<file path="src/line_vector_steering_core_macros.svh">
// Assertion macros used by the rotation cell of the steering core.
`ifndef LINE_VECTOR_STEERING_CORE_MACROS_SVH
`define LINE_VECTOR_STEERING_CORE_MACROS_SVH
`ifndef SYNTHESIS
// Checks an expression at every clock edge outside reset.
`define LVS_ASSERT(lbl, prop, msg) \
	lbl: assert property (@(posedge clk) disable iff (!arst_n) (prop)) else $error(msg);
// Checks that the consequent holds in the cycle after the antecedent.
`define LVS_ASSERT_NEXT(lbl, ante, cons, msg) \
	lbl: assert property (@(posedge clk) disable iff (!arst_n) (ante) |=> (cons)) \
		else $error(msg);
`else
`define LVS_ASSERT(lbl, prop, msg)
`define LVS_ASSERT_NEXT(lbl, ante, cons, msg)
`endif
`endif

</file>
<file path="src/lvs_pkg.sv">
// Shared types, constants and the arctangent table of the steering core.
package lvs_pkg;

	localparam int CORDIC_STAGES = 16;

	// Datapath widths: rotation vector, angle accumulator, rounded angle.
	localparam int XW   = 28;
	localparam int ZW   = 26;
	localparam int AW   = ZW - 8;
	localparam int IDXW = 5;

	// Fixed line origin used when two or more vectors are seen.
	localparam logic [7:0] LINE_ORIGIN_X = 8'd39;
	localparam logic [7:0] LINE_ORIGIN_Y = 8'd51;

	// Half turn in accumulator units.
	localparam logic signed [ZW-1:0] PI_UNITS = 26'sd12353245;

	// Register indexes.
	localparam logic [2:0] REG_LIMIT_RIGHT    = 3'd0;
	localparam logic [2:0] REG_LIMIT_LEFT     = 3'd1;
	localparam logic [2:0] REG_STEER_OFFSET   = 3'd2;
	localparam logic [2:0] REG_SLOW_THRESHOLD = 3'd3;
	localparam logic [2:0] REG_FAST_SPEED     = 3'd4;
	localparam logic [2:0] REG_SLOW_SPEED     = 3'd5;

	// One vector and its angle as it moves from cell to cell.
	typedef struct packed {
		logic                 valid;
		logic signed [XW-1:0] x;
		logic signed [XW-1:0] y;
		logic signed [ZW-1:0] z;
	} lvs_stage_t;

	// Register file contents.
	typedef struct packed {
		logic signed [16:0] limit_right;
		logic signed [16:0] limit_left;
		logic signed [16:0] steer_offset;
		logic [15:0]        slow_threshold;
		logic [7:0]         fast_speed;
		logic [7:0]         slow_speed;
	} lvs_cfg_t;

	// Rotation angle of each stage in accumulator units.
	function automatic logic signed [ZW-1:0] atan_unit(input logic [IDXW-1:0] idx);
		logic signed [ZW-1:0] v;
		unique case (idx)
			5'd0:    v = 26'sd3088311;
			5'd1:    v = 26'sd1823137;
			5'd2:    v = 26'sd963295;
			5'd3:    v = 26'sd488984;
			5'd4:    v = 26'sd245441;
			5'd5:    v = 26'sd122840;
			5'd6:    v = 26'sd61435;
			5'd7:    v = 26'sd30719;
			5'd8:    v = 26'sd15360;
			5'd9:    v = 26'sd7680;
			5'd10:   v = 26'sd3840;
			5'd11:   v = 26'sd1920;
			5'd12:   v = 26'sd960;
			5'd13:   v = 26'sd480;
			5'd14:   v = 26'sd240;
			5'd15:   v = 26'sd120;
			5'd16:   v = 26'sd60;
			5'd17:   v = 26'sd30;
			5'd18:   v = 26'sd15;
			5'd19:   v = 26'sd8;
			5'd20:   v = 26'sd4;
			5'd21:   v = 26'sd2;
			5'd22:   v = 26'sd1;
			default: v = 26'sd0;
		endcase
		return v;
	endfunction

endpackage

</file>
<file path="src/lvs_post.sv">
// Output cell: rounds the angle, clamps it, adds the offset and picks the speed.
module lvs_post (
	input  logic                clk,
	input  logic                arst_n,
	input  lvs_pkg::lvs_stage_t in_stage,
	output logic                in_ready,
	input  lvs_pkg::lvs_cfg_t   cfg,
	output logic                out_valid,
	input  logic                out_ready,
	output logic [17:0]         steer_out,
	output logic [16:0]         clamp_angle,
	output logic [7:0]          motor_speed
);
	import lvs_pkg::*;

	logic signed [ZW-1:0] z_rnd;
	logic signed [AW-1:0] a_rnd, a_clamp, a_mag, lim_r, lim_l;
	logic signed [16:0]   ref_next;
	logic signed [17:0]   steer_next;
	logic [7:0]           speed_next;

	logic                 v_q;
	logic [17:0]          steer_q;
	logic [16:0]          ref_q;
	logic [7:0]           speed_q;

	// Round off the low 8 bits of the angle, clamp with the right limit taking priority.
	always_comb begin
		z_rnd = in_stage.z + ZW'(128);
		a_rnd = z_rnd[ZW-1:8];
		lim_r = AW'(cfg.limit_right);
		lim_l = AW'(cfg.limit_left);
		if (a_rnd > lim_r) begin
			a_clamp = lim_r;
		end else if (a_rnd < lim_l) begin
			a_clamp = lim_l;
		end else begin
			a_clamp = a_rnd;
		end
		ref_next   = a_clamp[16:0];
		steer_next = 18'(ref_next) + 18'(cfg.steer_offset);
		a_mag      = (a_clamp < 0) ? -a_clamp : a_clamp;
		speed_next = (a_mag[16:0] >= {1'b0, cfg.slow_threshold}) ? cfg.slow_speed
			: cfg.fast_speed;
	end

	assign in_ready = !v_q || out_ready;

	// Output valid flag.
	always_ff @(posedge clk or negedge arst_n) begin
		if (!arst_n) begin
			v_q <= 1'b0;
		end else if (in_ready) begin
			v_q <= in_stage.valid;
		end
	end

	// Output payload.
	always_ff @(posedge clk) begin
		if (in_ready && in_stage.valid) begin
			steer_q <= steer_next;
			ref_q   <= ref_next;
			speed_q <= speed_next;
		end
	end

	assign out_valid   = v_q;
	assign steer_out   = steer_q;
	assign clamp_angle = ref_q;
	assign motor_speed = speed_q;

endmodule

</file>
<file path="config.mk">
export PLATFORM = sky130hd
export DESIGN_NAME = lvs_post
export DESIGN_NICKNAME = d
export VERILOG_FILES = /design/src/line_vector_steering_core_macros.svh /design/src/lvs_pkg.sv /design/src/lvs_post.sv
export SDC_FILE = /design/constraint.sdc
export NUM_CORES = 1
export LEC_CHECK = 0
export BUFFER_PORTS_ARGS = -buffer_cell sky130_fd_sc_hd__buf_2
export CAP_MARGIN = 20
export CORE_MARGIN = 2
export CORE_UTILIZATION = 34
export CTS_CLUSTER_DIAMETER = 40
export DETAILED_ROUTE_END_ITERATION = 8
export PLACE_DENSITY = 0.73
export REMOVE_ABC_BUFFERS = 1
export SETUP_SLACK_MARGIN = 0.1
export SLEW_MARGIN = 20
export SYNTH_ARGS = -nofsm -noshare
export SYNTH_HDL_FRONTEND = slang
export SYNTH_SLANG_ARGS = --single-unit
</file>
<file path="constraint.sdc">
create_clock -name clk -period 5.4 [get_ports clk]
set_input_delay 0.27 -clock clk [delete_from_list [all_inputs] [get_ports clk]]
set_output_delay 0.27 -clock clk [all_outputs]
set_load 0.05 [all_outputs]
</file>
==> metrics.md <==
| Metric | Value |
|---|---|
| Drt wl/cell | roughly 14 um |
| Syn Std Cell Area | ~4700 um^2 |
| Layout Utilization | 0.532 |
| Hold Path Stages | 2 |
| IO Count | 214 |
| Syn_area_per_cell | between 9 and 10 um^2 |
| PwrDens | ~260 nW/um^2 |
| Top cell type's share of synthesized area | 0.275 |
| Most frequent cells in the layout | buf_2, buf_4, inv_1 |
| Iter 0 DRT Violations | 209 |
| GPL Wtd Cong | roughly 0.90 |
| Tightest Pin Transition | roughly 0.95 ns |
| Maximum vdd ir drop | 0.000122 V |
| Leak pwr | about 3.5 nW |
| Maxcap violations | 0 |
| Via count | 4,607 |
| Min Clock Period, post-route | between 5 and 6 ns |
| Via density | around 5 |
| Reg clk slew, reported paths | around 0.060 ns |
| Post-synthesis register bit count | 44 |
| CTS tree | built |
| CTS sink cnt | 44 |
| Die Ht | roughly 120 um |
| Post-DP HPWL | roughly 11,000 um |
| Clock latency on the worst-skew pair | 0.29 ns |
| DRC | 0 |
| Post-synthesis sequential area ratio | 0.280 |
| Post-Synthesis Cells | 505 |
| Most common cell after layout, fill and taps aside | buf_2 |
| Overflow after GRT | 0 |
| YS warnings | 0 |
| Status | complete, but fails checks |
| Largest net degree at the start of global routing | 44 |
| CP max stage delay | between 0.3 and 0.4 ns |
| Antenna diode count | 0 |
| Slew Limit Fails | 0 |
| Initial core utilization | 0.352 |
| Gr usage total | 0.178 |
| RR Endpoint | steer_out[4] |
| First-pass GRT wire length | between 20,000 and 25,000 um |
| Hold Vio Cnt, Final | 0 |
| Clock skew | around 0.0028 ns |
| Worst setup margin | -0.0150 ns |
| Vias in the first global route | between 4k and 5k |
| Worst Setup End Kind | register |
| Violated checks | setup timing |
| WHS Endpoint | out_valid |
| Critical R2R Launch | out_valid |
| Core area | 13,300 um^2 |
| Crit-path max FO | 8 |
| Post-route design area | 7100 um^2 |
| Initial antenna violation count | 0 |
| Synth cell types | ~60 |
| Port bufs | 150 |
| Fmax | 0.185 GHz |
| CTS max path bufs | 2 |
| Cell taking the most area after synthesis | edfxtp_1 |
| Synth area leaders | edfxtp_1, ha_1, xnor2_1 |
| Clock Root Buffer | clkbuf_16 |
| CTS H-tree depth | 2 |
| Setup-failing EPs final | 2 |
| Max stage delay cell, worst path | mux2_4 |
| EDFF count, synth | between 40 and 50 |
| CP arrival | ~5.5 ns |
| Hold path start | in_stage[82] |
| Most used flip-flop cell after synthesis | edfxtp_1 |
| Unrepaired setup endpoints after global routing | yes |
| Nets | roughly 1k |
| Hold crit path type | in -> reg |
| Die span in x | 122 um |
| Rel. slew slack | 0.366 |
| Worst Setup Path Type | in -> reg |
| FP Rows | 42 |
| FFs w/ async S/R, synth | 0.0227 |
| Placed cell area | roughly 6300 um^2 |
| Post-route antenna net violation count | 0 |
| Setup crit start kind | input pin |
| Pre-antenna DRT Iters | 4 |
| Share of cells above drive strength 1 | 0.484 |
| Required time of the critical path | between 5 and 6 ns |
| Die area | roughly 15,000 um^2 |
| Routed Wire Length | ~13,000 um |
| Tcrit/Tclk final | 1.00 |
| R2R Setup Slk | around 3.7 ns |
| Total CTS buffers | 5 |
| R2r worst-path depth | 2 |
| Synthesis-to-finish area growth | 51.0% |
## final cells by class
type                    count  area [um^2]
fillers                  1198         6250
clock inverters             2         38.8
well taps                 176          220
repair buffers            266         1690
multi-input cells         381         3410
clock buffers               6          139
flip-flops and latches     44         1320
inverters                  73          277
## through the flow
step	worst slack [ns]	total power, mW	hold WS, ns	setup TNS (ns)	instances
after CTS	-0.0461	1.79	0.202	-0.181	942
after detailed placement	-0.728	1.38	0.0455	-8.24	923
after global placement	-0.550	1.36	0.0449	-6.11	923
final	-0.0150	1.84	0.204	-0.0255	948
after floorplan	-0.611	1.07	-0.0256	-5.73	498
after global routing	-0.294	1.96	0.215	-2.61	948
## kinds of logic after synthesis
group	after synthesis	synth area share
multiplexers	29	0.0711
buffers and inverters	80	0.0751
flip-flops	44	0.280
AND/OR/NAND/NOR	124	0.144
AO/OA/AOI/OAI	114	0.158
adder cells (fa/ha/maj)	71	0.191
XOR/XNOR	43	0.0802
## state kept, by name, summed over array words and instances (netlist names)
register     flops
motor_speed      8
steer_out       18
out_valid        1
clamp_angle     17
## synth_stat cells (5+ instances only)
cell      instances
a21o_1            8
a21oi_1          41
a31oi_1           5
edfxtp_1         43
ha_1             70
inv_1            73
mux2_2           23
nand2_1          27
nand2b_1          7
nand3_1          17
nand4_1          11
nor2_1           22
nor2b_1           6
nor3_1            9
o21ai_0          19
o31ai_1           9
xnor2_1          36
xor2_1            7
## routing by layer
layer	GRT usage	wire (um)	vias to the layer above
met3	0.0197	803	9
met2	0.335	6580	159
met4	0.0366	118	0
li1	-	-	2347
met5	0	0	-
met1	0.217	5760	2092
## critical path, delay by kind of cell
family | cells | cell delay [ns]
XOR/XNOR | 1 | 0.24
AND/OR/NAND/NOR | 5 | 0.81
buffers and inverters | 5 | 0.49
multiplexers | 3 | 0.96
adder cells (fa/ha/maj) | 3 | 0.75
AO/OA/AOI/OAI | 12 | 1.92
## report_power, final
part	internal (mW)	switching (mW)	leakage, nW
logic	0.458	0.572	2.95
registers	0.446	0.00888	0.421
clock network	0.231	0.122	0.0871
## how the worst max path moves through the flow
stage,from,endpoint,slack (ns),cells after the start
6_report,in_stage[11],motor_speed[7],-0.02,29
5_1_grt,in_stage[16],motor_speed[7],-0.29,28
4_1_cts,in_stage[11],motor_speed[7],-0.05,29
3_5_place_dp,in_stage[10],motor_speed[5],-0.73,28
3_3_place_gp,in_stage[10],motor_speed[2],-0.55,28
2_1_floorplan,in_stage[10],motor_speed[0],-0.61,26
## repair_timing
action	4_1_cts	5_1_grt
pin swaps	45	13
cloned	1	0
endpoints found under the hold margin	1	0
hold buffers	1	0
endpoints found under the setup margin	13	14
buffers inserted	9	7
resized for setup	65	33
Note: power is estimated with default switching activity, not from simulation.
