--- src/line_vector_steering_core_macros.svh ---
// Assertion macros used by the rotation cell of the steering core.
`ifndef LINE_VECTOR_STEERING_CORE_MACROS_SVH
`define LINE_VECTOR_STEERING_CORE_MACROS_SVH
`ifndef SYNTHESIS
// Checks an expression at every clock edge outside reset.
`define LVS_ASSERT(lbl, prop, msg) \
	lbl: assert property (@(posedge clk) disable iff (!arst_n) (prop)) else $error(msg);
// Checks that the consequent holds in the cycle after the antecedent.
`define LVS_ASSERT_NEXT(lbl, ante, cons, msg) \
	lbl: assert property (@(posedge clk) disable iff (!arst_n) (ante) |=> (cons)) \
		else $error(msg);
`else
`define LVS_ASSERT(lbl, prop, msg)
`define LVS_ASSERT_NEXT(lbl, ante, cons, msg)
`endif
`endif

--- src/lvs_pkg.sv ---
// Shared types, constants and the arctangent table of the steering core.
package lvs_pkg;

	localparam int CORDIC_STAGES = 16;

	// Datapath widths: rotation vector, angle accumulator, rounded angle.
	localparam int XW   = 28;
	localparam int ZW   = 26;
	localparam int AW   = ZW - 8;
	localparam int IDXW = 5;

	// Fixed line origin used when two or more vectors are seen.
	localparam logic [7:0] LINE_ORIGIN_X = 8'd39;
	localparam logic [7:0] LINE_ORIGIN_Y = 8'd51;

	// Half turn in accumulator units.
	localparam logic signed [ZW-1:0] PI_UNITS = 26'sd12353245;

	// Register indexes.
	localparam logic [2:0] REG_LIMIT_RIGHT    = 3'd0;
	localparam logic [2:0] REG_LIMIT_LEFT     = 3'd1;
	localparam logic [2:0] REG_STEER_OFFSET   = 3'd2;
	localparam logic [2:0] REG_SLOW_THRESHOLD = 3'd3;
	localparam logic [2:0] REG_FAST_SPEED     = 3'd4;
	localparam logic [2:0] REG_SLOW_SPEED     = 3'd5;

	// One vector and its angle as it moves from cell to cell.
	typedef struct packed {
		logic                 valid;
		logic signed [XW-1:0] x;
		logic signed [XW-1:0] y;
		logic signed [ZW-1:0] z;
	} lvs_stage_t;

	// Register file contents.
	typedef struct packed {
		logic signed [16:0] limit_right;
		logic signed [16:0] limit_left;
		logic signed [16:0] steer_offset;
		logic [15:0]        slow_threshold;
		logic [7:0]         fast_speed;
		logic [7:0]         slow_speed;
	} lvs_cfg_t;

	// Rotation angle of each stage in accumulator units.
	function automatic logic signed [ZW-1:0] atan_unit(input logic [IDXW-1:0] idx);
		logic signed [ZW-1:0] v;
		unique case (idx)
			5'd0:    v = 26'sd3088311;
			5'd1:    v = 26'sd1823137;
			5'd2:    v = 26'sd963295;
			5'd3:    v = 26'sd488984;
			5'd4:    v = 26'sd245441;
			5'd5:    v = 26'sd122840;
			5'd6:    v = 26'sd61435;
			5'd7:    v = 26'sd30719;
			5'd8:    v = 26'sd15360;
			5'd9:    v = 26'sd7680;
			5'd10:   v = 26'sd3840;
			5'd11:   v = 26'sd1920;
			5'd12:   v = 26'sd960;
			5'd13:   v = 26'sd480;
			5'd14:   v = 26'sd240;
			5'd15:   v = 26'sd120;
			5'd16:   v = 26'sd60;
			5'd17:   v = 26'sd30;
			5'd18:   v = 26'sd15;
			5'd19:   v = 26'sd8;
			5'd20:   v = 26'sd4;
			5'd21:   v = 26'sd2;
			5'd22:   v = 26'sd1;
			default: v = 26'sd0;
		endcase
		return v;
	endfunction

endpackage

--- src/lvs_front.sv ---
// Entry cell: picks the line, forms the vector and turns it into the right half plane.
module lvs_front (
	input  logic                clk,
	input  logic                arst_n,
	input  logic                in_valid,
	output logic                in_ready,
	input  logic [1:0]          vector_count,
	input  logic [7:0]          first_tail_x,
	input  logic [7:0]          first_tail_y,
	input  logic [7:0]          first_head_x,
	input  logic [7:0]          first_head_y,
	input  logic [7:0]          second_head_x,
	input  logic [7:0]          second_head_y,
	input  logic                out_ready,
	output lvs_pkg::lvs_stage_t out_stage
);
	import lvs_pkg::*;

	logic [7:0]           x0, y0, x1, y1;
	logic [8:0]           mid_x_sum, mid_y_sum;
	logic signed [9:0]    dx, dy;
	logic signed [XW-1:0] x_raw, y_raw, x_rot, y_rot;
	logic signed [ZW-1:0] z_rot;

	logic                 v_s1;
	logic signed [XW-1:0] x_s1, y_s1;
	logic signed [ZW-1:0] z_s1;

	// Line endpoints from the vector count.
	always_comb begin
		mid_x_sum = {1'b0, first_head_x} + {1'b0, second_head_x};
		mid_y_sum = {1'b0, first_head_y} + {1'b0, second_head_y};
		if (vector_count >= 2'd2) begin
			x0 = LINE_ORIGIN_X;
			y0 = LINE_ORIGIN_Y;
			x1 = mid_x_sum[8:1];
			y1 = mid_y_sum[8:1];
		end else if (vector_count == 2'd1) begin
			x0 = first_tail_x;
			y0 = first_tail_y;
			x1 = first_head_x;
			y1 = first_head_y;
		end else begin
			x0 = '0;
			y0 = '0;
			x1 = '0;
			y1 = '0;
		end
	end

	// Vector in accumulator scale, turned by a half turn when it points down.
	always_comb begin
		dx    = $signed({2'b00, x1}) - $signed({2'b00, x0});
		dy    = $signed({2'b00, y0}) - $signed({2'b00, y1});
		x_raw = XW'(dy) <<< 16;
		y_raw = XW'(dx) <<< 16;
		if (x_raw < 0) begin
			z_rot = (dx >= 0) ? PI_UNITS : -PI_UNITS;
			x_rot = -x_raw;
			y_rot = -y_raw;
		end else begin
			z_rot = '0;
			x_rot = x_raw;
			y_rot = y_raw;
		end
	end

	assign in_ready = !v_s1 || out_ready;

	// Stage valid flag.
	always_ff @(posedge clk or negedge arst_n) begin
		if (!arst_n) begin
			v_s1 <= 1'b0;
		end else if (in_ready) begin
			v_s1 <= in_valid;
		end
	end

	// Stage payload.
	always_ff @(posedge clk) begin
		if (in_ready && in_valid) begin
			x_s1 <= x_rot;
			y_s1 <= y_rot;
			z_s1 <= z_rot;
		end
	end

	assign out_stage = '{valid: v_s1, x: x_s1, y: y_s1, z: z_s1};

endmodule

--- config.mk ---
export PLATFORM = sky130hd
export DESIGN_NAME = lvs_front
export DESIGN_NICKNAME = d
export VERILOG_FILES = /design/src/line_vector_steering_core_macros.svh /design/src/lvs_pkg.sv /design/src/lvs_front.sv
export SDC_FILE = /design/constraint.sdc
export NUM_CORES = 1
export LEC_CHECK = 0
export BUFFER_PORTS_ARGS = -buffer_cell sky130_fd_sc_hd__buf_4
export CORE_MARGIN = 4
export CORE_UTILIZATION = 44
export CTS_BUF_LIST = sky130_fd_sc_hd__clkbuf_8 sky130_fd_sc_hd__clkbuf_16
export DETAILED_ROUTE_END_ITERATION = 8
export PLACE_DENSITY = 0.79
export SLEW_MARGIN = 30
export SYNTH_ARGS = -nofsm -noshare
export SYNTH_HDL_FRONTEND = slang
export SYNTH_SLANG_ARGS = --single-unit
export TNS_END_PERCENT = 10
--- constraint.sdc ---
create_clock -name clk -period 1.5 [get_ports clk]
set_input_delay 0.3 -clock clk [delete_from_list [all_inputs] [get_ports clk]]
set_output_delay 0.3 -clock clk [all_outputs]
set_load 0.05 [all_outputs]
==> flow_summary.json, run 1 <==
{
  "hp-class": "in2reg",
  "drtPass1Iterations": 4,
  "drt_wl_total_mm": 7.232,
  "cap_violations": 0,
  "dp_hpwl_mm": 6.093,
  "fp.dieArea_sq_um": 8441,
  "clk_latency_ns": 0.27,
  "place.gp.congestion": 0.8562,
  "synth_commonest_cells": "57 x buf_4, 32 x ha_1, 27 x edfxtp_1",
  "path_clk_slew_ns": 0.09,
  "worst-setup-path-type": "in2reg",
  "h-tree-depth": 1,
  "yosysMostFrequentCell": "buf_4",
  "clock_path_buffers": 2,
  "required_ns": 1.54,
  "cp.arrival_ns": 3.31,
  "vias_per_cell": 4.591,
  "yosysWarningCount": 0,
  "fillers": 552,
  "grt_overflow_total": 0,
  "numCtsBuffers": 3,
  "fin_ws_ns": -1.775,
  "end_kind": "flop",
  "num_vias": 2773,
  "syn_avg_cell_area_sq_um": 8.972,
  "crit-reg2reg-launch": "v_s1$_DFFE_PN0N_",
  "dr.first_iter.drc_count": 29,
  "final.period_utilization": 2.183,
  "grt_max_degree": 28,
  "placement.cell_area_sq_um": 4324,
  "cp_max_fo": 3,
  "ir_drop_mv": 0.5389,
  "worst_path_most_repeated_cell": "a21o_1",
  "layout-drive-gt1-share": 0.4587,
  "grtUsageTotal": 0.1648,
  "dpl_worst_slack_ns": -2.199,
  "fmax_mhz": 305.3,
  "nets": 599,
  "status": "finished with violations",
  "rows": 30,
  "root_buffer": "clkbuf_8",
  "cp_top_family": "compound AO/OA/AOI/OAI gates",
  "skew_ns": 0.006098,
  "grt_pass1_vias": 2751,
  "grt_antenna_before_repair": 0,
  "violations": "negative setup slack",
  "hold_viol": 0,
  "die_y_microns": 91.88,
  "syn_inst": 345,
  "cellPowerDensity_nw_per_um2": 1164,
  "synth-edff-count": 27,
  "yosys.area_share.simple": 0.1233,
  "synth_largest_area_cell": "edfxtp_1",
  "power.leakage_uw": 0.002289,
  "setup_violations": 24,
  "tritoncts": "yes",
  "synth_area_leaders": "edfxtp_1 26%, buf_4 14%, ha_1 13%",
  "cts.sinks": 28,
  "max_stage_delay_ns": 0.43,
  "synthAdderAreaFrac": 0.1552,
  "crit_path_top_delay_cell": "or4_4",
  "min_from": "in_valid",
  "synthArstFlopShare": 0.03571,
  "crit_chain": "buf_6 > and2_4 > fa_2 > a21o_1 > a21o_1 > a21o_1 > a21o_1 > xor2_1 > a22o_1 > ha_4 > o21ai_4 > a22oi_2 > xor2_2 > or4_4 > a21o_1",
  "synth_top_area_share": 0.2619,
  "core_sq_um": 6832,
  "die_w_microns": 91.88,
  "io_pins": 138,
  "fin_crit_ns": 3.275,
  "grt_first_pass_wirelength_mm": 11.78,
  "syn2layout_area_growth_pct": 50.44,
  "yosys.area_share.xor_xnor": 0.09620,
  "synth-compound-area-share": 0.1884,
  "muxShareOfSynthArea": 0.003234,
  "drc": 0,
  "crit_buf_inv": 1,
  "stdcell_area_sq_um": 4657,
  "start_kind": "input pin",
  "num_antenna_cells": 0,
  "grt_setup_unrepaired": "true",
  "ys_types": 39,
  "ys_ff_latch": 28,
  "wl_per_cell_microns": 11.97,
  "start_util": 0.4531,
  "synth_top_family_by_area": "compound AO/OA/AOI/OAI gates",
  "synth_flop_cell": "edfxtp_1",
  "slew_viol_final": 0,
  "synth_area_sq_um": 3095,
  "ant_nets": 0,
  "ys_seq_area_frac": 0.2700,
  "cp-startpoint": "second_head_x[0]",
  "io_buffers": 105
}
[what timing repair did]
item | 4_1_cts | 5_1_grt
buffers inserted | 8 | 3
resized for setup | 20 | 12
setup endpoints to repair | 24 | 40
hold buffers | 1 | 0
endpoints found under the hold margin | 1 | 0
pin swaps | 24 | 30
[cell usage in the layout, fill, tap and decap left out, drive strengths merged, types with 20 or more instances in the layout]
cell / synthesis / routed
a21o: 20 / 20
a21oi: 20 / 20
buf: 58 / 190
conb: 1 / 35
edfxtp: 27 / 27
ha: 32 / 32
nand2: 25 / 25
nor2: 22 / 22
o21ai: 21 / 21
[cell families after synthesis]
group | after synthesis
compound gates | 89
other cells | 1
flops | 28
mux | 1
fa+ha+maj | 36
buf+inv | 75
xor+xnor | 34
simple gates | 81
[per-stage QoR]
step                TNS, ns  hold WS [ns]    util  cells  power (uW)
floorplan            -50.81      0.004409       -    379        3634
global placement     -43.96       0.07545  0.6330    588        4517
detailed placement   -46.44       0.08033  0.6330    588        4610
CTS                  -37.10        0.2427  0.6692    601        5361
global route         -41.79        0.2389  0.6817    604        5771
finish               -37.14        0.2352  0.6817    604        5420
[metal layers]
metal | track usage | vias up | routed length, microns
li1 | - | 1446 | -
met1 | 0.1963 | 1226 | 2989
met2 | 0.3041 | 95 | 3640
met3 | 0.02543 | 6 | 525
met4 | 0.04703 | 0 | 78
met5 | 0 | - | 0
[area by class of cell]
type	count	area [sq um]	share of cell area
Clock buffer	3	41.29	0.008866
Clock inverter	1	30.03	0.006448
Inverter	9	36.28	0.007792
Multi-Input combinational cell	276	2090	0.4487
Sequential cell	28	835.8	0.1795
Tap cell	96	120.1	0.02579
Timing Repair Buffer	191	1504	0.3229
[flip-flops by register name, summed over array words and instances, names as in the netlist]
| signal | flops |
|---|---|
| v_s1 | 1 |
| z_s1 | 3 |
| y_s1 | 12 |
| x_s1 | 12 |
[where the power goes]
| group | total, uW | internal, uW | switching, uW |
|---|---|---|---|
| combinational | 3680 | 1560 | 2120 |
| sequential | 1170 | 1110 | 62.1 |
| clock | 570 | 357 | 213 |
[path summary, 6_finish.rpt]
path | cells past startpoint | slack, ns | end
worst max-delay path | 15 | -1.78 | y_s1[27]$_DFFE_PP_
worst min-delay path | 2 | 0.24 | v_s1$_DFFE_PN0N_
worst max register to register | 3 | 0.30 | y_s1[19]$_DFFE_PP_
worst min register to register | 2 | 0.58 | v_s1$_DFFE_PN0N_
max in group asynchronous | 2 | 1.08 | v_s1$_DFFE_PN0N_
min in group asynchronous | 2 | 0.34 | v_s1$_DFFE_PN0N_
Power figures use the tool's default switching activity.
==> inputs of run 2 (changes only) <==
Settings changed: CELL_PAD_IN_SITES_DETAIL_PLACEMENT set to 1, CELL_PAD_IN_SITES_GLOBAL_PLACEMENT set to 1, CORE_UTILIZATION 44 to 32, PLACE_DENSITY 0.79 to 0.8.
==> run 2 against run 1 <==
The flow still finishes with violations (negative setup slack). Power is 1.1% lower. Sequential share of layout area is 0.33 points lower. Global-route usage is 1.8 points lower. Critical endpoint is now x_s1[23]$_DFFE_PP_. Highest routed layer unchanged.
==> flow_summary.json, run 2 (synthesis gave the netlist of run 1 again) <==
{
  "root_buffer": "clkbuf_8",
  "h-tree-depth": 1,
  "worst-setup-path-type": "in2reg",
  "r2r_slack_ns": 0.31,
  "place.gp.congestion": 0.7720,
  "drt_wl_total_mm": 8.931,
  "dr.first_iter.drc_count": 54,
  "worst_path_most_repeated_cell": "buf_6",
  "p_int_uw": 2867,
  "required_ns": 1.53,
  "grt_overflow_total": 0,
  "fmax_mhz": 291.7,
  "nets": 607,
  "tritoncts": "yes",
  "combPwrFrac": 0.709,
  "clock_path_buffers": 2,
  "reg_top3": "x_s1: 12 flops, y_s1: 12 flops, z_s1: 3 flops",
  "hold_viol": 0,
  "io_buffers": 105,
  "dp_hpwl_mm": 7.106,
  "max_stage_delay_ns": 0.38,
  "dpl_worst_slack_ns": -2.286,
  "cellPowerDensity_nw_per_um2": 1130,
  "core_sq_um": 9328,
  "crit_chain": "buf_6 > and2_4 > fa_2 > a21o_1 > a21o_1 > buf_6 > xor2_1 > a21oi_1 > ha_1 > o21a_1 > o31a_1 > o311a_1 > o21ai_1 > nand2b_1 > clkinvlp_4 > buf_6 > o31ai_4 > xnor2_1",
  "hp-class": "in2reg",
  "ir_drop_mv": 0.4889,
  "final_cell_mix": "184 x buf_4, 35 x conb_1, 28 x ha_1",
  "placement.cell_area_sq_um": 4365,
  "die_w_microns": 106.4,
  "power.leakage_uw": 0.002309,
  "vias_per_cell": 4.597,
  "grt_use_met2": 0.2778,
  "top_usage_layer": "met2",
  "fp.dieArea_sq_um": 11310,
  "netSwitchingPower_uw": 2494,
  "slew_viol_final": 0,
  "drtPass1Iterations": 4,
  "grt_first_pass_wirelength_mm": 14.03,
  "num_antenna_cells": 0,
  "clk_latency_ns": 0.27,
  "final_common_cell": "buf_4",
  "skew_ns": 0.003082,
  "switching_share": 0.4653,
  "drc": 0,
  "stdcell_area_sq_um": 4743,
  "register_area_sq_um": 835.8,
  "violations": "negative setup slack",
  "final.period_utilization": 2.286,
  "grtUsageTotal": 0.1470,
  "p_seq_frac": 0.215,
  "grt_pass1_vias": 3077,
  "io_pins": 138,
  "use_met3": 0.01700,
  "cp.arrival_ns": 3.46,
  "die_y_microns": 106.4,
  "grt_setup_unrepaired": "true",
  "grt_antenna_before_repair": 0,
  "pwr-share-clk": 0.075,
  "path_clk_slew_ns": 0.09,
  "start_kind": "input pin",
  "syn2layout_area_growth_pct": 53.23,
  "multiInputGateArea_sq_um": 2102,
  "status": "finished with violations",
  "fillers": 1099,
  "numCtsBuffers": 3,
  "setup_violations": 24,
  "num_vias": 2965,
  "crit_path_top_delay_cell": "o311a_1",
  "use_met1": 0.1756,
  "layout-drive-gt1-share": 0.4709,
  "cp_max_fo": 4,
  "grt_max_degree": 28,
  "cts.sinks": 28,
  "ant_nets": 0,
  "cap_violations": 0,
  "end_kind": "flop",
  "fin_ws_ns": -1.929,
  "fin_crit_ns": 3.429,
  "start_util": 0.3319,
  "rows": 35,
  "wl_per_cell_microns": 13.85
}
[run 2: worst max-delay path, delay by kind of cell]
family	cells	cell delay, ns
buf+inv	4	0.51
compound gates	8	1.43
xor+xnor	2	0.25
simple gates	2	0.34
fa+ha+maj	2	0.61
[run 2: path summary, 6_finish.rpt]
kind                                  start            endpoint  depth (start not counted)
min                                in_valid    v_s1$_DFFE_PN0N_                          2
max                        second_head_y[0]  x_s1[23]$_DFFE_PP_                         18
max in group asynchronous            arst_n    v_s1$_DFFE_PN0N_                          2
min in group asynchronous            arst_n    v_s1$_DFFE_PN0N_                          2
min reg2reg                v_s1$_DFFE_PN0N_    v_s1$_DFFE_PN0N_                          2
max reg2reg                v_s1$_DFFE_PN0N_  y_s1[17]$_DFFE_PP_                          3
[run 2: power groups by stage]
stage          Sequential (uW)  Combinational [uW]  Clock (uW)
3_5_place_dp              1180                3490           0
3_3_place_gp              1170                3380           0
2_1_floorplan             1690                1950           0
5_1_grt                   1170                4070         444
6_report                  1150                3800         404
4_1_cts                   1160                3710         417
[run 2: per-layer routing]
metal	part of all wire	up-vias	routed length, microns
met3	0.065	10	584
met4	0.013	0	119
li1	-	1458	-
met1	0.41	1389	3639
met5	0	-	0
met2	0.51	108	4587
[run 2: through the flow]
stage | hold slack [ns] | power [uW] | util | setup TNS [ns] | cells
CTS | 0.2307 | 5290 | 0.4958 | -39.34 | 637
global route | 0.2222 | 5688 | 0.5085 | -44.35 | 645
global placement | 0.07664 | 4553 | 0.4680 | -44.78 | 621
detailed placement | 0.07644 | 4672 | 0.4680 | -46.85 | 621
finish | 0.2292 | 5361 | 0.5085 | -40.95 | 645
floorplan | 0.004409 | 3634 | - | -50.81 | 379
[run 2: what timing repair did]
action	in CTS	in global routing
hold endpoints to repair	1	0
buffers inserted	10	9
pin swaps	27	33
hold buffers	1	0
setup endpoints to repair	24	24
gates cloned	1	0
gates resized for setup	24	14
[run 2: cell type report]
| class | count | share of cell area |
|---|---|---|
| clock buffers | 3 | 0.008705 |
| flip-flops and latches | 28 | 0.1762 |
| inverters | 9 | 0.007650 |
| repair buffers | 198 | 0.3279 |
| clock inverters | 1 | 0.0007913 |
| repair inverters | 1 | 0.001583 |
| well taps | 129 | 0.03403 |
| multi-input cells | 276 | 0.4432 |
