===== src/line_vector_steering_core_macros.svh =====
// Assertion macros used by the rotation cell of the steering core.
`ifndef LINE_VECTOR_STEERING_CORE_MACROS_SVH
`define LINE_VECTOR_STEERING_CORE_MACROS_SVH
`ifndef SYNTHESIS
// Checks an expression at every clock edge outside reset.
`define LVS_ASSERT(lbl, prop, msg) \
	lbl: assert property (@(posedge clk) disable iff (!arst_n) (prop)) else $error(msg);
// Checks that the consequent holds in the cycle after the antecedent.
`define LVS_ASSERT_NEXT(lbl, ante, cons, msg) \
	lbl: assert property (@(posedge clk) disable iff (!arst_n) (ante) |=> (cons)) \
		else $error(msg);
`else
`define LVS_ASSERT(lbl, prop, msg)
`define LVS_ASSERT_NEXT(lbl, ante, cons, msg)
`endif
`endif


===== src/lvs_pkg.sv =====
// Shared types, constants and the arctangent table of the steering core.
package lvs_pkg;

	localparam int CORDIC_STAGES = 16;

	// Datapath widths: rotation vector, angle accumulator, rounded angle.
	localparam int XW   = 28;
	localparam int ZW   = 26;
	localparam int AW   = ZW - 8;
	localparam int IDXW = 5;

	// Fixed line origin used when two or more vectors are seen.
	localparam logic [7:0] LINE_ORIGIN_X = 8'd39;
	localparam logic [7:0] LINE_ORIGIN_Y = 8'd51;

	// Half turn in accumulator units.
	localparam logic signed [ZW-1:0] PI_UNITS = 26'sd12353245;

	// Register indexes.
	localparam logic [2:0] REG_LIMIT_RIGHT    = 3'd0;
	localparam logic [2:0] REG_LIMIT_LEFT     = 3'd1;
	localparam logic [2:0] REG_STEER_OFFSET   = 3'd2;
	localparam logic [2:0] REG_SLOW_THRESHOLD = 3'd3;
	localparam logic [2:0] REG_FAST_SPEED     = 3'd4;
	localparam logic [2:0] REG_SLOW_SPEED     = 3'd5;

	// One vector and its angle as it moves from cell to cell.
	typedef struct packed {
		logic                 valid;
		logic signed [XW-1:0] x;
		logic signed [XW-1:0] y;
		logic signed [ZW-1:0] z;
	} lvs_stage_t;

	// Register file contents.
	typedef struct packed {
		logic signed [16:0] limit_right;
		logic signed [16:0] limit_left;
		logic signed [16:0] steer_offset;
		logic [15:0]        slow_threshold;
		logic [7:0]         fast_speed;
		logic [7:0]         slow_speed;
	} lvs_cfg_t;

	// Rotation angle of each stage in accumulator units.
	function automatic logic signed [ZW-1:0] atan_unit(input logic [IDXW-1:0] idx);
		logic signed [ZW-1:0] v;
		unique case (idx)
			5'd0:    v = 26'sd3088311;
			5'd1:    v = 26'sd1823137;
			5'd2:    v = 26'sd963295;
			5'd3:    v = 26'sd488984;
			5'd4:    v = 26'sd245441;
			5'd5:    v = 26'sd122840;
			5'd6:    v = 26'sd61435;
			5'd7:    v = 26'sd30719;
			5'd8:    v = 26'sd15360;
			5'd9:    v = 26'sd7680;
			5'd10:   v = 26'sd3840;
			5'd11:   v = 26'sd1920;
			5'd12:   v = 26'sd960;
			5'd13:   v = 26'sd480;
			5'd14:   v = 26'sd240;
			5'd15:   v = 26'sd120;
			5'd16:   v = 26'sd60;
			5'd17:   v = 26'sd30;
			5'd18:   v = 26'sd15;
			5'd19:   v = 26'sd8;
			5'd20:   v = 26'sd4;
			5'd21:   v = 26'sd2;
			5'd22:   v = 26'sd1;
			default: v = 26'sd0;
		endcase
		return v;
	endfunction

endpackage


===== src/lvs_cordic_cell.sv =====
// One vectoring rotation of the arctangent chain.
`include "line_vector_steering_core_macros.svh"
module lvs_cordic_cell (
	input  logic                clk,
	input  logic                arst_n,
	input  logic [4:0]          stage_idx,
	input  lvs_pkg::lvs_stage_t in_stage,
	output logic                in_ready,
	input  logic                out_ready,
	output lvs_pkg::lvs_stage_t out_stage
);
	import lvs_pkg::*;

	logic                 load;
	logic signed [XW-1:0] xs, ys, x_next, y_next;
	logic signed [ZW-1:0] z_next, step;

	logic                 v_q;
	logic signed [XW-1:0] x_q, y_q;
	logic signed [ZW-1:0] z_q;

	// Rotate toward the x axis; a zero residue passes through unchanged.
	always_comb begin
		xs   = in_stage.x >>> stage_idx;
		ys   = in_stage.y >>> stage_idx;
		step = atan_unit(stage_idx);
		if (in_stage.y == '0) begin
			x_next = in_stage.x;
			y_next = in_stage.y;
			z_next = in_stage.z;
		end else if (in_stage.y > 0) begin
			x_next = in_stage.x + ys;
			y_next = in_stage.y - xs;
			z_next = in_stage.z + step;
		end else begin
			x_next = in_stage.x - ys;
			y_next = in_stage.y + xs;
			z_next = in_stage.z - step;
		end
	end

	assign in_ready = !v_q || out_ready;
	assign load     = in_ready && in_stage.valid;

	// Cell valid flag.
	always_ff @(posedge clk or negedge arst_n) begin
		if (!arst_n) begin
			v_q <= 1'b0;
		end else if (in_ready) begin
			v_q <= in_stage.valid;
		end
	end

	// Cell payload.
	always_ff @(posedge clk) begin
		if (load) begin
			x_q <= x_next;
			y_q <= y_next;
			z_q <= z_next;
		end
	end

	assign out_stage = '{valid: v_q, x: x_q, y: y_q, z: z_q};

	// The rotated x stays non-negative; a sign flip means the datapath overflowed.
	`LVS_ASSERT(x_nonneg_a, !v_q || !x_q[XW-1], "cordic x went negative")
	// A zero residue must leave the angle as it was.
	`LVS_ASSERT_NEXT(zero_hold_a, load && in_stage.y == '0, z_q == $past(in_stage.z) && y_q == '0,
		"zero residue changed the angle")
	// A held item is not dropped while the next cell is busy.
	`LVS_ASSERT_NEXT(stall_hold_a, v_q && !out_ready, v_q && $stable(z_q),
		"stalled cell lost its item")

endmodule


===== config.mk =====
export PLATFORM = sky130hd
export DESIGN_NAME = lvs_cordic_cell
export DESIGN_NICKNAME = d
export VERILOG_FILES = /design/src/lvs_pkg.sv /design/src/lvs_cordic_cell.sv
export VERILOG_INCLUDE_DIRS = /design/src /design/src/src
export SDC_FILE = /design/constraint.sdc
export NUM_CORES = 1
export LEC_CHECK = 0
export ABC_AREA = 1
export BUFFER_PORTS_ARGS = -buffer_cell sky130_fd_sc_hd__buf_2
export CORE_MARGIN = 2
export CORE_UTILIZATION = 25
export CTS_BUF_LIST = sky130_fd_sc_hd__clkbuf_4
export DETAILED_ROUTE_END_ITERATION = 10
export HOLD_SLACK_MARGIN = 0.06
export PLACE_DENSITY_LB_ADDON = 0.08
export SLEW_MARGIN = 10
export SYNTH_ARGS = -nofsm -noshare
export SYNTH_HDL_FRONTEND = slang
export SYNTH_SLANG_ARGS = --single-unit

===== constraint.sdc =====
create_clock -name clk -period 6.2 [get_ports clk]
set_input_delay 0.31 -clock clk [delete_from_list [all_inputs] [get_ports clk]]
set_output_delay 0.31 -clock clk [all_outputs]
set_load 0.05 [all_outputs]

==> flow_metrics.py, run 1 <==
metrics = {
    "status": {
        "outcome": "complete, no violations",
    },
    "drt": {
        "drtIter0Drc": 1095,
        "vias_per_cell": 4.85,
        "postRouteAntennaNets": 0,
        "routed_wl_um": 53000,
        "wl_per_cell_um": 17.8,
        "dr.pass1.iters": 5,
        "drc": 0,
        "vias": 14400,
    },
    "die": {
        "dieWidth_um": 232,
        "num_rows": 83,
        "dieArea_um2": 53600,
        "start_util": 0.252,
        "ios": 175,
        "fp.dieH_um": 232,
        "placeableCoreArea_um2": 51300,
    },
    "worst_setup_path": {
        "r2r_end": "x_q[17]",
        "cp.depth": 24,
        "critPathKind": "in -> reg",
        "worstPathCellList": "buf_2 -> buf_12 -> nand2_1 -> o211ai_1 -> nand3_1 -> nand3_1 -> nand3_1 -> nand2_1 -> inv_1 -> ha_1 -> or2_2 -> o21ai_0 -> inv_1 -> fa_1 -> o21ai_0 -> a21oi_1 -> o21ai_0 -> nand3_1 -> nand3_1 -> a21oi_1 -> o21bai_1 -> nand2_1 -> nand3_1 -> nand2_1",
        "slowest_stage": "o21ai_0",
        "r2r_setup_slack_ns": 4.08,
        "cp_max_fo": 53,
        "end_kind": "register",
        "arrival_ns": 5.35,
        "cp-endpoint": "x_q[26]",
        "rr_startpoint": "v_q",
        "rr_worst_depth": 3,
        "cp_common_cell": "nand3_1",
        "crit_start": "stage_idx[0]",
        "crit_path_start_kind": "input pin",
        "required_ns": 6.58,
        "cp_num_buf_inv": 4,
        "cpPeakStageDelay_ns": 0.67,
        "cp_top_family": "compound AO/OA/AOI/OAI gates",
    },
    "cells_and_area": {
        "area_growth_pct": 16.2,
        "fin_nets": 2472,
        "post-route-util": 0.293,
        "n_fill_cell": 5896,
        "drive_above_1_share": 0.136,
    },
    "yosys": {
        "syn_nets": 2295,
        "yosysWarnings": 0,
        "postSynthCellCount": 2104,
        "async_reset_ff_frac": 0.0120,
        "synth_edf_count": 82,
        "synth.distinct_cells": 57,
        "ys_seq_elements": 83,
        "synth_top_flop_cell": "edfxtp_1",
        "syn_avg_cell_area_um2": 6.15,
        "synth_area_um2": 12900,
        "synth-seq-area-share": 0.192,
    },
    "clocking": {
        "cts_buffers": 9,
        "clk_pin_slew_ns": 0.16,
        "cts_setup_buffers": 0,
        "clk_latency_ns": 0.61,
        "htree_levels": 3,
        "cts.sink_count": 83,
        "cts_root_buf": "clkbuf_4",
        "cts_buffer_depth": 2,
        "cts_tree": "built",
    },
    "placement": {
        "place_congestion": 0.866,
        "port_buffers": 174,
        "dp_hpwl_um": 43600,
    },
    "min_path": {
        "hold_class": "in -> reg",
    },
    "power_and_ir_drop": {
        "finalPower_w": 0.00322,
        "vdd.ir_drop.worst_v": 0.0000740,
        "power_leakage_nw": 7.24,
        "pwr_density_cell_nw_per_um2": 214,
    },
    "timing": {
        "finalSetupViolCount": 0,
        "slew_violations": 0,
        "slew-limit-headroom": 0.359,
        "min_period_ns": 4.96,
        "tns_ns": 0,
        "clock_skew_ns": 0.0208,
        "worst_pin_slew_ns": 0.952,
        "post-route-period-util": 0.801,
        "finalHoldViolations": 0,
        "rsz0062_at_grt": "false",
        "clock.fmax_mhz": 201,
    },
    "grt": {
        "gr-total-overflow": 0,
        "antenna_found_initial": 2,
        "grtUsageTotal": 0.197,
        "grt_first_pass_wirelength_um": 81100,
        "grt_max_degree": 62,
        "grt_pass1_vias": 13900,
    },
    "flow_run": {
        "cap_violations": 0,
    },
}
-- sequential cells by signal (all words and copies together) (netlist names) --
signal and cells:
x_q 28, y_q 28, v_q 1, z_q 26
-- how the worst min path moves through the flow --
| stage | startpoint | to | slack (ns) | cells after the start |
|---|---|---|---|---|
| final | in_stage[68] | x_q[14] | 0.10 | 3 |
| after global routing | in_stage[68] | x_q[14] | 0.09 | 3 |
| after CTS | in_stage[68] | x_q[14] | 0.06 | 3 |
| after detailed placement | arst_n | v_q | 0.09 | 1 |
| after global placement | arst_n | v_q | 0.09 | 1 |
| after floorplan | arst_n | v_q | 0.01 | 0 |
-- kinds of logic (layout without fill, tap and decap cells) --
kind of cell               after synthesis  count (layout)  share of synthesized area
DFF                                     83              83                      0.192
buffers and inverters                  273             455                     0.0914
other                                    0               2                          0
adders and majority gates              100             100                     0.0984
AOI/OAI and AO/OA                      325             325                      0.145
xor gates and xnor gates                96              96                     0.0650
and+or+nand+nor                       1227            1227                      0.408
-- through the flow --
step	cell area (um2)	std cells	hold slack (ns)	setup WS, ns
after floorplan	12900	2104	0.0144	1.27
after global placement	14500	2907	0.0856	0.483
after CTS	15000	2966	0.0634	1.24
after global routing	15000	2968	0.0856	0.782
final	15000	2968	0.103	1.24
after detailed placement	14500	2907	0.0867	0.564
-- where the power goes --
group | switching (W) | internal, W
clock network | 0.000239 | 0.000130
logic | 0.00142 | 0.000639
registers | 0.0000224 | 0.000772
total | 0.00168 | 0.00154
-- worst register-to-register path, cell delays in order (launching register included) --
cell and delay (ns):
dfrtp_1 0.45, a21oi_4 0.15, buf_4 0.42, buf_4 0.63
-- per-layer routing --
| layer | vias up | global-route usage | routed length (um) |
|---|---|---|---|
| li1 | 7382 | - | - |
| met1 | 6645 | 0.263 | 24700 |
| met2 | 333 | 0.343 | 25400 |
| met3 | 33 | 0.0178 | 2140 |
| met4 | 0 | 0.0447 | 744 |
| met5 | - | 0 | 0 |
-- what timing repair did --
action,in CTS,in global routing
endpoints found under the hold margin,41,0
gates resized for setup,0,0
hold buffers,43,0
-- layout by cell type (no fill, tap or decap), types with 42 or more instances in the layout --
cell type,instances
edfxtp_1,82
nor2_1,160
nand2_1,684
a21oi_1,108
buf_2,174
dlygate4sd3_1,43
nand3_1,252
inv_1,170
xnor2_1,42
xor2_1,54
o21ai_0,98
ha_1,97
-- cell usage after synthesis, types with 4 or more instances --
library cell | instances | area, um2
nor2_2 | 13 | 81.3
o21ai_1 | 22 | 110
buf_6 | 11 | 124
buf_2 | 34 | 170
a21o_1 | 12 | 90.1
nand2_1 | 684 | 2570
a31oi_1 | 18 | 113
o21ai_2 | 7 | 61.3
xor2_1 | 54 | 473
inv_2 | 19 | 71.3
nor2_1 | 162 | 608
buf_4 | 7 | 52.6
or2_2 | 21 | 131
o22ai_1 | 4 | 25.0
o21ai_0 | 98 | 490
o21a_1 | 9 | 67.6
nor4_1 | 14 | 87.6
a21oi_1 | 109 | 546
clkbuf_1 | 22 | 82.6
buf_1 | 6 | 22.5
o221ai_1 | 5 | 43.8
o211ai_1 | 17 | 128
nor2_4 | 5 | 56.3
xnor2_1 | 42 | 368
nand4_1 | 21 | 131
nor3_1 | 23 | 115
nand2_2 | 10 | 62.6
inv_1 | 170 | 638
nand3_1 | 252 | 1260
o21bai_1 | 6 | 45.0
ha_1 | 97 | 1210
nand3b_1 | 8 | 60.1
edfxtp_1 | 82 | 2460
-- final cells by class --
class / instances / area (um2) / area share
Sequential cell: 83 / 2490 / 0.165
Antenna cell: 2 / 5.00 / 0.000333
Clock inverter: 5 / 55.1 / 0.00366
Inverter: 193 / 732 / 0.0487
Tap cell: 680 / 851 / 0.0566
Clock buffer: 11 / 82.6 / 0.00549
Timing Repair Buffer: 246 / 1530 / 0.102
Multi-Input combinational cell: 1748 / 9300 / 0.618
Note: power is estimated with default switching activity, not from simulation.
==> run 2, diff against run 1 <==
==> constraint.sdc (replaced) <==
create_clock -name clk -period 4.4 [get_ports clk]
set_input_delay 0.22 -clock clk [delete_from_list [all_inputs] [get_ports clk]]
set_output_delay 0.22 -clock clk [all_outputs]
set_load 0.05 [all_outputs]
==> run 2 against run 1 <==
Count of clock-buffer cells in the layout is 1 lower; clock skew is 0.015 ns higher; die area stayed put; power is 70% higher; non-clock buffer count is 491 higher; final area is 26% higher; register-to-register slack worse by 1.3 ns; first-iteration DRC count is 1.5% lower; via count is 12% higher; critical endpoint is now y_q[27]; largest power group unchanged; highest routed layer unchanged.
==> flow_metrics.py, run 2 (synthesis results as in run 1) <==
metrics = {
    "timing": {
        "rsz0062_at_grt": "true",
        "finalHoldViolations": 0,
        "clock.fmax_mhz": 237,
        "clock_skew_ns": 0.0355,
        "worst_slack_ns": 0.172,
        "min_period_ns": 4.23,
        "holdWs_ns": 0.189,
        "post-route-period-util": 0.961,
        "slew_violations": 0,
        "finalSetupViolCount": 0,
        "slew-limit-headroom": 0.466,
        "worst_pin_slew_ns": 0.794,
    },
    "die": {
        "dieWidth_um": 232,
        "num_rows": 83,
        "start_util": 0.252,
        "placeableCoreArea_um2": 51300,
        "ios": 175,
        "dieArea_um2": 53600,
        "fp.dieH_um": 232,
    },
    "cells_and_area": {
        "fin_nets": 2963,
        "area_growth_pct": 46.8,
        "largestRegisters": "x_q x28, y_q x28, z_q x26",
        "post-route-util": 0.371,
        "drive_above_1_share": 0.287,
        "final_cell_mix": "682 x nand2_1, 491 x buf_4, 249 x nand3_1, 174 x buf_2, 170 x inv_1",
        "final_area_um2": 19000,
        "layout_commonest_cell": "nand2_1",
        "n_fill_cell": 5738,
    },
    "placement": {
        "placed_cell_area_um2": 18200,
        "place_ws_ns": -0.516,
        "dp_hpwl_um": 49400,
        "place_congestion": 0.930,
        "port_buffers": 174,
    },
    "clocking": {
        "cts_buffer_depth": 2,
        "cts_buffers": 9,
        "htree_levels": 3,
        "cts_root_buf": "clkbuf_4",
        "clk_latency_ns": 0.60,
        "clk_pin_slew_ns": 0.15,
        "cts.sink_count": 83,
        "cts_tree": "built",
    },
    "power_and_ir_drop": {
        "internal-power_w": 0.00291,
        "vdd.ir_drop.worst_v": 0.000107,
        "sw_frac_of_total": 0.467,
        "pwr_density_cell_nw_per_um2": 287,
        "switching_power_w": 0.00255,
        "power_leakage_nw": 9.66,
        "finalPower_w": 0.00547,
        "p_clk_frac": 0.106,
        "comb_power_share": 0.690,
        "seqPwrFrac": 0.205,
    },
    "grt": {
        "grtUsageTotal": 0.214,
        "grt_pass1_vias": 15700,
        "grt_first_pass_wirelength_um": 88700,
        "gr-total-overflow": 0,
        "grt_max_degree": 57,
        "antenna_found_initial": 2,
    },
    "drt": {
        "wl_per_cell_um": 16.7,
        "drtIter0Drc": 1079,
        "vias_per_cell": 4.65,
        "dr.pass1.iters": 5,
        "drc": 0,
        "vias": 16100,
        "postRouteAntennaNets": 0,
        "routed_wl_um": 57700,
    },
    "worst_setup_path": {
        "critPathKind": "in -> reg",
        "end_kind": "register",
        "arrival_ns": 4.55,
        "rr_worst_depth": 2,
        "cp_max_fo": 5,
        "required_ns": 4.72,
        "crit_path_start_kind": "input pin",
    },
    "status": {
        "outcome": "complete, no violations",
    },
    "flow_run": {
        "cap_violations": 0,
    },
    "min_path": {
        "holdPathStages": 4,
        "hold_class": "in -> reg",
    },
}
## run 2: final cells by class
class | instances | area [um2] | share of cell area
timing repair buffer | 737 | 5420 | 0.285
clock buffer | 10 | 75.1 | 0.00395
sequential | 83 | 2490 | 0.131
tap | 680 | 851 | 0.0448
clock inverter | 6 | 81.3 | 0.00428
multi-input combinational | 1748 | 9360 | 0.492
inverter | 193 | 732 | 0.0385
antenna | 2 | 5.00 | 0.000263
## run 2: per-stage QoR
stage / TNS [ns] / instances
6_report: 0 / 3459
5_1_grt: -0.0616 / 3459
4_1_cts: 0 / 3456
3_5_place_dp: -5.53 / 3382
3_3_place_gp: -5.43 / 3382
2_1_floorplan: 0 / 2104
## run 2: power by group through the flow
| stage | combinational, W | clock, W | sequential (W) |
|---|---|---|---|
| 6_report | 0.00377 | 0.000577 | 0.00112 |
| 5_1_grt | 0.00416 | 0.000634 | 0.00113 |
| 4_1_cts | 0.00379 | 0.000618 | 0.00112 |
| 3_5_place_dp | 0.00373 | 0 | 0.00114 |
| 3_3_place_gp | 0.00373 | 0 | 0.00114 |
| 2_1_floorplan | 0.00166 | 0 | 0.00160 |
## run 2: what timing repair did
action,CTS,global route
endpoints found under the hold margin,56,0
gates resized for setup,0,15
hold buffers,58,0
setup endpoints to repair,0,11
setup buffers,0,1
## run 2: final timing paths
path | start | end | slack (ns)
max | in_stage[74] | y_q[27] | 0.17
min reg2reg | v_q | x_q[27] | 0.99
max reg2reg | v_q | x_q[17] | 2.76
max in group asynchronous | arst_n | v_q | 3.84
min in group asynchronous | arst_n | v_q | 0.46
min | in_stage[26] | y_q[0] | 0.19
## run 2: worst max-delay path, stage by stage
cell and delay (ns):
dlygate4sd3_1 0.53, buf_2 0.17, nand2_1 0.10, buf_4 0.11, nand3_1 0.11, nand3_1 0.15, nand2_1 0.07, nand2_1 0.06
nand2_1 0.07, nand2_1 0.20, nand2_1 0.13, nor2_2 0.15, nand3_2 0.12, nor2_4 0.21, inv_2 0.05, o21ai_2 0.15
xor2_1 0.27, ha_1 0.24, nand2_1 0.10, nor4_1 0.44, buf_4 0.20, nand4_1 0.17, nand3_1 0.18, a21oi_1 0.11
inv_1 0.06, nand3_1 0.06, nand2_1 0.07, nor2_1 0.04
## run 2: routing by layer
metal,global-route usage,vias to the layer above,part of all wire
met5,0,-,0
met2,0.375,266,0.49
met3,0.0208,28,0.029
met1,0.286,7419,0.47
li1,-,8373,-
met4,0.0417,0,0.011
==> run 3, diff against run 2 <==
--- a/config.mk
+++ b/config.mk
@@ -6,7 +6,7 @@
 export SDC_FILE = /design/constraint.sdc
 export NUM_CORES = 1
 export LEC_CHECK = 0
-export ABC_AREA = 1
+export ABC_AREA = 0
 export BUFFER_PORTS_ARGS = -buffer_cell sky130_fd_sc_hd__buf_2
 export CORE_MARGIN = 2
 export CORE_UTILIZATION = 25
==> run 3 against run 2 <==
The run now ends with setup timing left; largest cell class unchanged; global-route usage increased by 1.6 points; area after synthesis grew 1.3%; combinational power increased by 2%; largest power group unchanged; core utilization up 2.8 points; highest routed layer unchanged; die area rose by 1.3%; sequential power about the same; worst hold slack got worse by 0.11 ns; sequential share of layout area is 1.0 points lower.
==> flow_metrics.py, run 3 <==
metrics = {
    "timing": {
        "clock_skew_ns": 0.0326,
        "min_period_ns": 4.59,
        "post-route-period-util": 1.04,
        "holdWs_ns": 0.0789,
        "worst_pin_slew_ns": 0.827,
        "clock.fmax_mhz": 218,
        "rsz0062_at_grt": "true",
        "finalSetupViolCount": 8,
        "slew-limit-headroom": 0.449,
        "worst_slack_ns": -0.192,
        "finalHoldViolations": 0,
        "slew_violations": 0,
    },
    "clocking": {
        "clk_pin_slew_ns": 0.17,
        "cts_root_buf": "clkbuf_4",
        "cts_buffer_depth": 2,
        "cts_buffers": 9,
        "cts_tree": "built",
        "htree_levels": 3,
        "clk_latency_ns": 0.65,
        "cts.sink_count": 83,
    },
    "grt": {
        "antenna_found_initial": 2,
        "gr-total-overflow": 0,
        "grt_first_pass_wirelength_um": 92800,
        "grtUsageTotal": 0.230,
        "grt_max_degree": 76,
        "grt_pass1_vias": 15100,
    },
    "worst_setup_path": {
        "arrival_ns": 5.01,
        "r2r_end": "x_q[14]",
        "critPathKind": "in -> reg",
        "crit_path_start_kind": "input pin",
        "r2r_setup_slack_ns": 2.33,
        "required_ns": 4.82,
        "cpPeakStageDelay_ns": 0.59,
        "cp_max_fo": 8,
        "worstPathCellList": "buf_12 -> mux4_2 -> buf_6 -> o311ai_2 -> a31oi_1 -> or4_4 -> or4b_4 -> nand3b_4 -> buf_6 -> or3_4 -> o22ai_2 -> mux2_4 -> a21oi_4 -> ha_4 -> o21a_1 -> o21ai_2 -> a311oi_2 -> o31ai_2 -> o211ai_1 -> nor3b_2 -> xor2_1",
        "rr_startpoint": "v_q",
        "slowest_stage": "or4b_4",
        "cp_common_cell": "buf_6",
        "end_kind": "register",
        "rr_worst_depth": 3,
    },
    "status": {
        "violations": "setup timing",
        "outcome": "finished, violations left",
    },
    "yosys": {
        "synth-seq-area-share": 0.190,
        "ys_seq_elements": 83,
        "postSynthCellCount": 1566,
        "synth_area_um2": 13100,
        "async_reset_ff_frac": 0.0120,
        "synth_top_cell_by_area": "edfxtp_1",
        "synth.distinct_cells": 90,
        "yosysWarnings": 0,
        "synth.most_common_cell": "nand2_1",
        "synth_top_flop_cell": "edfxtp_1",
        "synthTopCellsByArea": "edfxtp_1 19%, mux4_2 10%, ha_1 9.3%",
        "synth_edf_count": 82,
        "synth.top_cell.area_share": 0.188,
        "synth_common_cells": "178 x nand2_1, 128 x nor2_1, 120 x a21oi_1",
        "syn_nets": 1757,
        "syn_avg_cell_area_um2": 8.37,
    },
    "drt": {
        "drtIter0Drc": 930,
        "routed_wl_um": 63000,
        "vias_per_cell": 5.05,
        "vias": 15200,
        "drc": 0,
        "wl_per_cell_um": 20.9,
        "postRouteAntennaNets": 0,
        "dr.pass1.iters": 7,
    },
    "min_path": {
        "worstHoldEndpoint": "x_q[9]",
        "hp-start": "in_stage[63]",
        "holdPathStages": 4,
        "hold_class": "in -> reg",
    },
    "placement": {
        "dp_hpwl_um": 52600,
        "placed_cell_area_um2": 19300,
        "port_buffers": 174,
        "place_congestion": 0.944,
    },
    "cells_and_area": {
        "largestRegisters": "x_q x28, y_q x28, z_q x26",
        "fin_nets": 2517,
        "final_area_um2": 20600,
        "final_cell_mix": "611 x buf_4, 175 x nand2_1, 168 x buf_2, 123 x nor2_1, 93 x a21oi_1",
        "drive_above_1_share": 0.453,
        "layout_commonest_cell": "buf_4",
        "area_growth_pct": 57.0,
        "n_fill_cell": 5336,
    },
    "power_and_ir_drop": {
        "vdd.ir_drop.worst_v": 0.000130,
        "comb_power_share": 0.689,
        "switching_power_w": 0.00252,
        "internal-power_w": 0.00307,
        "power_leakage_nw": 9.14,
        "pwr_density_cell_nw_per_um2": 271,
        "p_clk_frac": 0.110,
        "seqPwrFrac": 0.201,
        "sw_frac_of_total": 0.451,
    },
    "die": {
        "ios": 175,
        "dieWidth_um": 233,
        "placeableCoreArea_um2": 51600,
        "start_util": 0.254,
        "num_rows": 83,
        "fp.dieH_um": 233,
        "dieArea_um2": 54300,
    },
    "flow_run": {
        "cap_violations": 0,
    },
}
run 3: cells by family (layout without fill, tap and decap cells):
logic type      Yosys count  count (layout)  synth area share
simple gates            523             523             0.191
compound gates          454             454             0.221
mux                     144             144             0.170
buf+inv                 137             902            0.0474
xor+xnor                125             125            0.0835
fa+ha+maj               100             100            0.0971
flops                    83              83             0.190
other cells               0               4                 0
run 3: final cells by class:
cell class / count / area (um2) / area share
well taps: 680 / 851 / 0.0413
flip-flops and latches: 83 / 2490 / 0.121
multi-input cells: 1346 / 10700 / 0.521
clock inverters: 6 / 88.8 / 0.00432
inverters: 43 / 161 / 0.00784
clock buffers: 10 / 75.1 / 0.00365
diodes: 4 / 10.0 / 0.000486
repair buffers: 843 / 6180 / 0.300
run 3: layer usage:
layer | global-route usage | vias to the layer above | wire length [um]
li1 | - | 7404 | -
met1 | 0.306 | 7394 | 28900
met2 | 0.395 | 361 | 30200
met3 | 0.0298 | 60 | 2750
met4 | 0.0531 | 0 | 1150
met5 | 0 | - | 0
run 3: timing repair:
action | in CTS | in global routing
endpoints found under the hold margin | 38 | 0
setup endpoints to repair | 35 | 35
resized for setup | 73 | 66
hold buffers | 40 | 0
pin swaps | 30 | 38
setup buffers | 13 | 9
run 3: power groups by stage:
stage	Sequential [W]	Clock (W)	Combinational, W
floorplan	0.00162	0	0.00165
global placement	0.00114	0	0.00367
detailed placement	0.00115	0	0.00366
CTS	0.00113	0.000642	0.00379
global route	0.00114	0.000676	0.00416
finish	0.00112	0.000612	0.00385
run 3: critical path: cells and delay by family:
kind	cells	cell delay (ns)
fa+ha+maj	1	0.22
buf+inv	3	0.39
compound gates	9	1.34
simple gates	5	1.77
mux	2	0.88
xor+xnor	1	0.17
run 3: how the worst max path moves through the flow:
| stage | startpoint | end | cells after the start |
|---|---|---|---|
| after CTS | stage_idx[0] | x_q[27] | 22 |
| after detailed placement | stage_idx[3] | x_q[20] | 23 |
| after global placement | stage_idx[3] | x_q[20] | 23 |
| after floorplan | stage_idx[0] | x_q[27] | 25 |
| final | stage_idx[0] | x_q[27] | 21 |
| after global routing | stage_idx[0] | x_q[27] | 23 |
run 3: stage by stage:
step | setup WS [ns] | std cells | total power [W] | TNS (ns) | utilization
after floorplan | -0.849 | 1566 | 0.00327 | -7.72 | -
after global placement | -1.20 | 2933 | 0.00481 | -42.72 | 0.373
after detailed placement | -1.19 | 2933 | 0.00481 | -43.01 | 0.373
after CTS | -0.136 | 3002 | 0.00556 | -0.419 | 0.392
after global routing | -0.312 | 3015 | 0.00598 | -2.90 | 0.399
final | -0.192 | 3015 | 0.00559 | -0.775 | 0.399
